## src/sv/xxh_pkg.sv

```systemverilog
`default_nettype none

package xxh_pkg;

   // xxHash32 primes
   localparam logic [31:0] PRIME1 = 32'd2654435761;
   localparam logic [31:0] PRIME2 = 32'd2246822519;
   localparam logic [31:0] PRIME3 = 32'd3266489917;
   localparam logic [31:0] PRIME4 = 32'd668265263;
   localparam logic [31:0] PRIME5 = 32'd374761393;

   // sequencer states
   typedef enum logic [8:0] {
      ST_IDLE   = 9'b000000001,
      ST_LOAD   = 9'b000000010,
      ST_MERGE  = 9'b000000100,
      ST_RND_A  = 9'b000001000,
      ST_RND_B  = 9'b000010000,
      ST_RND_C  = 9'b000100000,
      ST_AVAL_A = 9'b001000000,
      ST_AVAL_B = 9'b010000000,
      ST_DONE   = 9'b100000000
   } state_type;

   // which kind of round the shared multiplier is running
   typedef enum logic [2:0] {
      PH_LANES = 3'b001,
      PH_WORDS = 3'b010,
      PH_BYTES = 3'b100
   } phase_type;

   // rotate left by a fixed amount
   function automatic logic [31:0] rotl(input logic [31:0] v, input int unsigned n);
      rotl = (v << n) | (v >> (32 - n));
   endfunction

   // initial lane value derived from the seed
   function automatic logic [31:0] lane_init(input logic [31:0] seed, input logic [1:0] k);
      logic [31:0] v;
      case (k)
         2'd0:    v = seed + PRIME1 + PRIME2;
         2'd1:    v = seed + PRIME2;
         2'd2:    v = seed;
         default: v = seed - PRIME1;
      endcase
      lane_init = v;
   endfunction

endpackage

`default_nettype wire

```

## src/sv/xxhash32_stream_hasher_core.sv

```systemverilog
`default_nettype none

// Channel | Direction | Handshake            | Payload
// req     | in        | req_valid/req_ready  | req_data_word, req_byte_count, req_last
// rsp     | out       | rsp_valid/rsp_ready  | rsp_hash
// csr     | in        | csr_valid/csr_ready  | csr_seed
//
// One 32x32 multiplier is shared by every round; a round runs ST_RND_A (mul),
// ST_RND_B (add, rotate), ST_RND_C (mul). A word that does not complete a
// stripe is only buffered; a word that completes a stripe runs four lane
// rounds. A last item adds load, merge, a round per buffered word and per tail
// byte, and the avalanche. Reset is synchronous; req_ready is high only while idle.
// The finished hash sits in an output register; a new message can start while
// it waits, and the sequencer holds in its final step until the register frees.

module xxhash32_stream_hasher_core (
   input  logic        clock,
   input  logic        reset,
   input  logic        req_valid,
   output logic        req_ready,
   input  logic [31:0] req_data_word,
   input  logic [2:0]  req_byte_count,
   input  logic        req_last,
   output logic        rsp_valid,
   input  logic        rsp_ready,
   output logic [31:0] rsp_hash,
   input  logic        csr_valid,
   output logic        csr_ready,
   input  logic [31:0] csr_seed
);

   xxh_pkg::state_type state_ff, state_in;
   xxh_pkg::phase_type phase_ff, phase_in;
   logic [2:0]  idx_ff, idx_in;
   logic [31:0] word_ff, word_in;
   logic [1:0]  tail_ff, tail_in;
   logic        fin_ff, fin_in;
   logic [31:0] held_ff [3];
   logic [31:0] held_in [3];
   logic [1:0]  hcnt_ff, hcnt_in;
   logic [31:0] len_ff, len_in;
   logic        stripe_ff, stripe_in;
   logic [31:0] lane_ff [4];
   logic [31:0] lane_in [4];
   logic [31:0] seed_ff, seed_in;
   logic [31:0] h_ff, h_in;
   logic [31:0] prod_ff, prod_in;
   logic [31:0] sum_ff, sum_in;
   logic        rsp_valid_ff, rsp_valid_in;
   logic [31:0] hash_ff, hash_in;

   logic        req_acc;
   logic        csr_acc;
   logic [2:0]  eff_cnt;
   logic [1:0]  ridx;
   logic [2:0]  idx_nxt;
   logic [7:0]  byte_sel;
   logic [31:0] x_sel, k1, k2, acc_sel, rsum, rot_sum, merge_add;
   logic [31:0] mul_a, mul_b, mul_res;
   xxh_pkg::state_type tail_state;

   assign req_ready = (state_ff == xxh_pkg::ST_IDLE);
   assign csr_ready = 1'b1;
   assign rsp_valid = rsp_valid_ff;
   assign rsp_hash  = hash_ff;

   assign req_acc = req_valid && req_ready;
   assign csr_acc = csr_valid && csr_ready;

   // bytes the item really carries
   assign eff_cnt = (!req_last || (req_byte_count > 3'd4)) ? 3'd4 : req_byte_count;

   assign ridx    = idx_ff[1:0];
   assign idx_nxt = idx_ff + 3'd1;

   // tail byte under the round counter
   always_comb begin
      case (ridx)
         2'd0:    byte_sel = word_ff[7:0];
         2'd1:    byte_sel = word_ff[15:8];
         2'd2:    byte_sel = word_ff[23:16];
         default: byte_sel = word_ff[31:24];
      endcase
   end

   // round operands per phase
   always_comb begin
      unique case (phase_ff)
         xxh_pkg::PH_LANES: begin
            x_sel   = (ridx == 2'd3) ? word_ff : held_ff[ridx];
            k1      = xxh_pkg::PRIME2;
            k2      = xxh_pkg::PRIME1;
            acc_sel = lane_ff[ridx];
         end
         xxh_pkg::PH_WORDS: begin
            x_sel   = held_ff[ridx];
            k1      = xxh_pkg::PRIME3;
            k2      = xxh_pkg::PRIME4;
            acc_sel = h_ff;
         end
         xxh_pkg::PH_BYTES: begin
            x_sel   = {24'd0, byte_sel};
            k1      = xxh_pkg::PRIME5;
            k2      = xxh_pkg::PRIME1;
            acc_sel = h_ff;
         end
         default: begin
            x_sel   = 32'd0;
            k1      = 32'd0;
            k2      = 32'd0;
            acc_sel = 32'd0;
         end
      endcase
   end

   // accumulate and rotate between the two multiplies of a round
   assign rsum = acc_sel + prod_ff;
   always_comb begin
      unique case (phase_ff)
         xxh_pkg::PH_LANES: rot_sum = xxh_pkg::rotl(rsum, 13);
         xxh_pkg::PH_WORDS: rot_sum = xxh_pkg::rotl(rsum, 17);
         xxh_pkg::PH_BYTES: rot_sum = xxh_pkg::rotl(rsum, 11);
         default:           rot_sum = rsum;
      endcase
   end

   // lane merge terms, then the length
   always_comb begin
      case (idx_ff)
         3'd0:    merge_add = xxh_pkg::rotl(lane_ff[0], 1);
         3'd1:    merge_add = xxh_pkg::rotl(lane_ff[1], 7);
         3'd2:    merge_add = xxh_pkg::rotl(lane_ff[2], 12);
         3'd3:    merge_add = xxh_pkg::rotl(lane_ff[3], 18);
         default: merge_add = len_ff;
      endcase
   end

   // shared multiplier, low 32 bits kept
   always_comb begin
      unique case (state_ff)
         xxh_pkg::ST_RND_A: begin
            mul_a = x_sel;
            mul_b = k1;
         end
         xxh_pkg::ST_RND_C: begin
            mul_a = sum_ff;
            mul_b = k2;
         end
         xxh_pkg::ST_AVAL_A: begin
            mul_a = h_ff ^ (h_ff >> 15);
            mul_b = xxh_pkg::PRIME2;
         end
         xxh_pkg::ST_AVAL_B: begin
            mul_a = h_ff ^ (h_ff >> 13);
            mul_b = xxh_pkg::PRIME3;
         end
         default: begin
            mul_a = 32'd0;
            mul_b = 32'd0;
         end
      endcase
   end

   assign mul_res = mul_a * mul_b;

   // after the buffered words: tail bytes or straight to the avalanche
   assign tail_state = (tail_ff != 2'd0) ? xxh_pkg::ST_RND_A : xxh_pkg::ST_AVAL_A;

   // sequencer and datapath next values
   always_comb begin
      state_in     = state_ff;
      phase_in     = phase_ff;
      idx_in       = idx_ff;
      word_in      = word_ff;
      tail_in      = tail_ff;
      fin_in       = fin_ff;
      held_in      = held_ff;
      hcnt_in      = hcnt_ff;
      len_in       = len_ff;
      stripe_in    = stripe_ff;
      lane_in      = lane_ff;
      seed_in      = seed_ff;
      h_in         = h_ff;
      prod_in      = prod_ff;
      sum_in       = sum_ff;
      rsp_valid_in = rsp_valid_ff;
      hash_in      = hash_ff;

      if (rsp_valid_ff && rsp_ready) begin
         rsp_valid_in = 1'b0;
      end

      // seed write reloads the lanes until a stripe went in
      if (csr_acc) begin
         seed_in = csr_seed;
         if (!stripe_ff) begin
            for (int k = 0; k < 4; k++) begin
               lane_in[k] = xxh_pkg::lane_init(csr_seed, 2'(k));
            end
         end
      end

      unique case (state_ff)
         xxh_pkg::ST_IDLE: begin
            if (req_acc) begin
               word_in = req_data_word;
               len_in  = len_ff + {29'd0, eff_cnt};
               fin_in  = req_last;
               tail_in = 2'd0;
               if (eff_cnt == 3'd4) begin
                  if (hcnt_ff == 2'd3) begin
                     hcnt_in   = 2'd0;
                     stripe_in = 1'b1;
                     phase_in  = xxh_pkg::PH_LANES;
                     idx_in    = 3'd0;
                     state_in  = xxh_pkg::ST_RND_A;
                  end else begin
                     held_in[hcnt_ff] = req_data_word;
                     hcnt_in = hcnt_ff + 2'd1;
                     if (req_last) begin
                        state_in = xxh_pkg::ST_LOAD;
                     end
                  end
               end else begin
                  tail_in  = eff_cnt[1:0];
                  state_in = xxh_pkg::ST_LOAD;
               end
            end
         end
         xxh_pkg::ST_LOAD: begin
            h_in     = stripe_ff ? 32'd0 : (seed_ff + xxh_pkg::PRIME5);
            idx_in   = stripe_ff ? 3'd0 : 3'd4;
            state_in = xxh_pkg::ST_MERGE;
         end
         xxh_pkg::ST_MERGE: begin
            h_in   = h_ff + merge_add;
            idx_in = idx_nxt;
            if (idx_ff == 3'd4) begin
               idx_in = 3'd0;
               if (hcnt_ff != 2'd0) begin
                  phase_in = xxh_pkg::PH_WORDS;
                  state_in = xxh_pkg::ST_RND_A;
               end else begin
                  phase_in = xxh_pkg::PH_BYTES;
                  state_in = tail_state;
               end
            end
         end
         xxh_pkg::ST_RND_A: begin
            prod_in  = mul_res;
            state_in = xxh_pkg::ST_RND_B;
         end
         xxh_pkg::ST_RND_B: begin
            sum_in   = rot_sum;
            state_in = xxh_pkg::ST_RND_C;
         end
         xxh_pkg::ST_RND_C: begin
            idx_in   = idx_nxt;
            state_in = xxh_pkg::ST_RND_A;
            unique case (phase_ff)
               xxh_pkg::PH_LANES: begin
                  lane_in[ridx] = mul_res;
                  if (ridx == 2'd3) begin
                     idx_in   = 3'd0;
                     state_in = fin_ff ? xxh_pkg::ST_LOAD : xxh_pkg::ST_IDLE;
                  end
               end
               xxh_pkg::PH_WORDS: begin
                  h_in = mul_res;
                  if (idx_nxt == {1'b0, hcnt_ff}) begin
                     idx_in   = 3'd0;
                     phase_in = xxh_pkg::PH_BYTES;
                     state_in = tail_state;
                  end
               end
               xxh_pkg::PH_BYTES: begin
                  h_in = mul_res;
                  if (idx_nxt == {1'b0, tail_ff}) begin
                     state_in = xxh_pkg::ST_AVAL_A;
                  end
               end
               default: begin
                  state_in = xxh_pkg::ST_IDLE;
               end
            endcase
         end
         xxh_pkg::ST_AVAL_A: begin
            h_in     = mul_res;
            state_in = xxh_pkg::ST_AVAL_B;
         end
         xxh_pkg::ST_AVAL_B: begin
            h_in     = mul_res;
            state_in = xxh_pkg::ST_DONE;
         end
         xxh_pkg::ST_DONE: begin
            // hand off the hash and start a fresh message
            if (!rsp_valid_ff || rsp_ready) begin
               hash_in      = h_ff ^ (h_ff >> 16);
               rsp_valid_in = 1'b1;
               hcnt_in      = 2'd0;
               len_in       = 32'd0;
               stripe_in    = 1'b0;
               for (int k = 0; k < 4; k++) begin
                  lane_in[k] = xxh_pkg::lane_init(seed_ff, 2'(k));
               end
               state_in = xxh_pkg::ST_IDLE;
            end
         end
         default: begin
            state_in = xxh_pkg::ST_IDLE;
         end
      endcase
   end

   // control and architectural state
   always_ff @(posedge clock) begin
      if (reset) begin
         state_ff     <= xxh_pkg::ST_IDLE;
         phase_ff     <= xxh_pkg::PH_LANES;
         idx_ff       <= 3'd0;
         tail_ff      <= 2'd0;
         fin_ff       <= 1'b0;
         hcnt_ff      <= 2'd0;
         len_ff       <= 32'd0;
         stripe_ff    <= 1'b0;
         seed_ff      <= 32'd0;
         rsp_valid_ff <= 1'b0;
         for (int k = 0; k < 4; k++) begin
            lane_ff[k] <= xxh_pkg::lane_init(32'd0, 2'(k));
         end
      end else begin
         state_ff     <= state_in;
         phase_ff     <= phase_in;
         idx_ff       <= idx_in;
         tail_ff      <= tail_in;
         fin_ff       <= fin_in;
         hcnt_ff      <= hcnt_in;
         len_ff       <= len_in;
         stripe_ff    <= stripe_in;
         seed_ff      <= seed_in;
         rsp_valid_ff <= rsp_valid_in;
         lane_ff      <= lane_in;
      end
   end

   // payload registers
   always_ff @(posedge clock) begin
      word_ff <= word_in;
      held_ff <= held_in;
      h_ff    <= h_in;
      prod_ff <= prod_in;
      sum_ff  <= sum_in;
      hash_ff <= hash_in;
   end

endmodule

`default_nettype wire

```

## config.mk

```make
export PLATFORM = sky130hd
export DESIGN_NAME = xxhash32_stream_hasher_core
export DESIGN_NICKNAME = d
export VERILOG_FILES = /design/src/sv/xxh_pkg.sv /design/src/sv/xxhash32_stream_hasher_core.sv
export SDC_FILE = /design/constraint.sdc
export NUM_CORES = 2
export LEC_CHECK = 0
export BUFFER_PORTS_ARGS = -buffer_cell sky130_fd_sc_hd__buf_4
export CORE_UTILIZATION = 30
export DETAILED_ROUTE_END_ITERATION = 10
export GPL_TIMING_DRIVEN = 0
export PLACE_DENSITY = 0.45
export SLEW_MARGIN = 20
export SYNTH_ARGS = -nofsm -noshare
export SYNTH_HDL_FRONTEND = slang
export SYNTH_SLANG_ARGS = --single-unit
export TNS_END_PERCENT = 5
```

## constraint.sdc

```tcl
create_clock -name clock -period 14.85 [get_ports clock]
set_clock_uncertainty 0.1 [all_clocks]
set_input_delay 4.455 -clock clock [delete_from_list [all_inputs] [get_ports clock]]
set_output_delay 4.455 -clock clock [all_outputs]
set_load 0.05 [all_outputs]
```

==> impl_results.md <==
- Final core utilization: 0.342
- Grt ovf: 0
- Cts bufs inserted: 55
- Yosys reg bits: 470
- Asr flop ratio synth: 0
- HP Class: flop to flop
- Starting DRT DRC Count: 4709
- First-pass GRT wire length: 341000 µm
- Register area share after synthesis: 0.263
- CP top delay family: adder cells
- CP Data Arrival Time: 14.51 ns
- Syn_nets: 5763
- Worst Path Buf+Inv: 12
- Synth Cell Area: 45500 µm²
- DR WL/cell: 33.8 µm
- Fmax: 70.2 MHz
- Slowest CP cell: a21oi_2
- Slowest Stage Delay on Critical Path: 0.71 ns
- Die area: 153000 µm²
- Hold Buf Count CTS: 0
- Die width: 392 µm
- Final min period: 14.25 ns
- H-Tree Depth: 2
- Final GP Congestion: 1.03
- Via-to-Cell Ratio: 5.69
- CTS tree: yes
- Synth Flop Type: edfxtp_1
- Synthesized area per cell: 8.97 µm²
- Clk_lat worst skew: 0.67 ns
- Layout area overhead: 12.9%
- Number of distinct library cells after synthesis: 99
- Period utilisation layout: 0.959
- Layout fillers: 15900
- Final hold viol count: 0
- Root Driver: clkbuf_16
- Tot GR Track Use: 0.320
- DP HPWL: 205000 µm
- Height of the die: 392 µm
- Outcome: completed
- Commonest non-fill, non-tap cells in the layout: 552 x inv_1, 509 x nand2_1, 467 x nor2_1
- Most common cell after layout, fill and taps aside: inv_1
- IO buf count: 95
- Post-synth EDFFs: 256
- CTS clk-pin slew, worst paths: 0.06 ns
- Worst Path Max Fanout: 10
- Synth Instances: 5072
- Row Count: 142
- Leakage: 0.0214 µW
- Largest net degree at the start of global routing: 40
- IO Pins: 108
- Pwr Density: 81.2 nW/µm²
- Number of global-route vias before repair: 41700
- Worst Setup Start Kind: flop
- CP Capture Type: flop
- Residual DRC count: 0
- Critical path required time: 15.11 ns
- Max Cap Viol: 0
- Total Nets Final: 5951
- Most used cell along the critical path: fa_1
- Max transition margin: 0.118
- Slew Limit Fails: 0
- Initial Utilization: 0.303
- Initial antenna violation count: 14
- Core box area: 150000 µm²
- CTS sink count: 470
- Layout cells sized above 1: 0.0735
- Yosys Warn Count: 0
- CP Class: flop to flop
- WL final: 248000 µm
- Setup TNS: 0 ns
- RSZ-0062 raised after global routing: no
- Number of nets with antenna violations after routing: 0
- Setup violations, final: 0
- Drt pass-1 iters: 10
- Via Count: 41700
- Peak supply drop: 0.0905 mV
- Worst-Margin Slew: 1.32 ns
- CTS Buffer Depth: 3
synth_stat cells, types with 25 or more instances:
library cell | count | share of area
inv_1 | 553 | 0.046
nand2_1 | 509 | 0.042
nor2_1 | 472 | 0.039
fa_1 | 411 | 0.18
a21oi_1 | 277 | 0.030
clkbuf_1 | 273 | 0.023
edfxtp_1 | 256 | 0.17
o21ai_0 | 228 | 0.025
dfxtp_1 | 214 | 0.094
xnor2_1 | 211 | 0.041
ha_1 | 207 | 0.057
a22oi_1 | 160 | 0.026
xor2_1 | 145 | 0.028
mux2i_1 | 84 | 0.018
nand3_1 | 67 | 0.0074
o22ai_1 | 63 | 0.0087
a21o_1 | 58 | 0.0096
nand2b_1 | 54 | 0.0074
a221oi_1 | 49 | 0.0094
a31oi_1 | 49 | 0.0067
nor2b_1 | 45 | 0.0062
a222oi_1 | 43 | 0.0095
a22o_1 | 40 | 0.0077
and2_1 | 39 | 0.0054
buf_1 | 36 | 0.0030
nor3_1 | 36 | 0.0040
mux4_2 | 34 | 0.017
a221o_1 | 31 | 0.0068
nand4_1 | 28 | 0.0038
o2bb2ai_1 | 27 | 0.0052
o221ai_1 | 26 | 0.0050
o21bai_1 | 25 | 0.0041
sequential cells by signal, indices dropped and copies added, names as in the netlist:
| signal | flops |
|---|---|
| seed_ff | 32 |
| rsp_valid | 1 |
| word_ff | 32 |
| prod_ff | 32 |
| h_ff | 32 |
| fin_ff | 1 |
| rsp_hash | 32 |
| lane_ff | 128 |
| idx_ff | 3 |
| stripe_ff | 1 |
| tail_ff | 2 |
| phase_ff | 3 |
| state_ff | 9 |
| len_ff | 32 |
| held_ff | 96 |
| sum_ff | 32 |
| hcnt_ff | 2 |
final timing paths:
path,from,to,slack [ns],cells past startpoint
min,h_ff[31]$_DFFE_PP_,rsp_hash[31]$_DFFE_PP_,0.35,0
min reg2reg,h_ff[31]$_DFFE_PP_,rsp_hash[31]$_DFFE_PP_,0.35,0
max,idx_ff[0]$_SDFFE_PP0P_,h_ff[29]$_DFFE_PP_,0.60,39
max reg2reg,idx_ff[0]$_SDFFE_PP0P_,h_ff[29]$_DFFE_PP_,0.60,39
where the power goes:
group,total [µW],internal [µW],switching [µW]
combinational,1090,356,737
clock,1460,804,659
sequential,1610,1490,121
total,4170,2650,1520
routing by layer:
metal	wire, µm	vias up	track usage
met5	80	-	0
met4	18200	10	0.198
met3	16000	558	0.0402
met2	114000	1985	0.521
met1	100000	21200	0.404
li1	-	18000	-
what timing repair did:
action | CTS | global route
buffers inserted | 0 | 0
setup endpoints to repair | 6 | 9
resized for setup | 4 | 3
cells by family after synthesis:
kind of cell | synth area share
buf+inv | 0.0753
simple gates | 0.133
mux | 0.0353
xor+xnor | 0.0695
compound gates | 0.186
fa+ha+maj | 0.238
other cells | 0.0000824
flops | 0.263
through the flow:
| stage | hold slack [ns] | instance area [µm²] | power (µW) | instances | setup WS (ns) |
|---|---|---|---|---|---|
| after global placement | 0.338 | 48800 | 2680 | 7183 | -1.08 |
| after detailed placement | 0.334 | 49500 | 2700 | 7218 | -0.376 |
| final | 0.347 | 51400 | 4170 | 7329 | 0.605 |
| after floorplan | 0.324 | 45500 | 2210 | 5072 | 4.12 |
| after global routing | 0.383 | 51400 | 4280 | 7324 | 0.0574 |
| after CTS | 0.350 | 51300 | 4150 | 7322 | 0.162 |
area by class of cell:
type                    instances  area [µm²]  area share
flip-flops and latches        470       12000       0.233
inverters                     558        2100      0.0408
multi-input cells            3704       30400       0.592
well taps                    2016        2520      0.0491
clock buffers                  69        1480      0.0288
repair buffers                131        1160      0.0226
plain buffers                 340        1350      0.0263
diodes                          6        15.0    0.000292
clock inverters                35         373     0.00726
No activity file was read; power rests on OpenSTA's default activity.
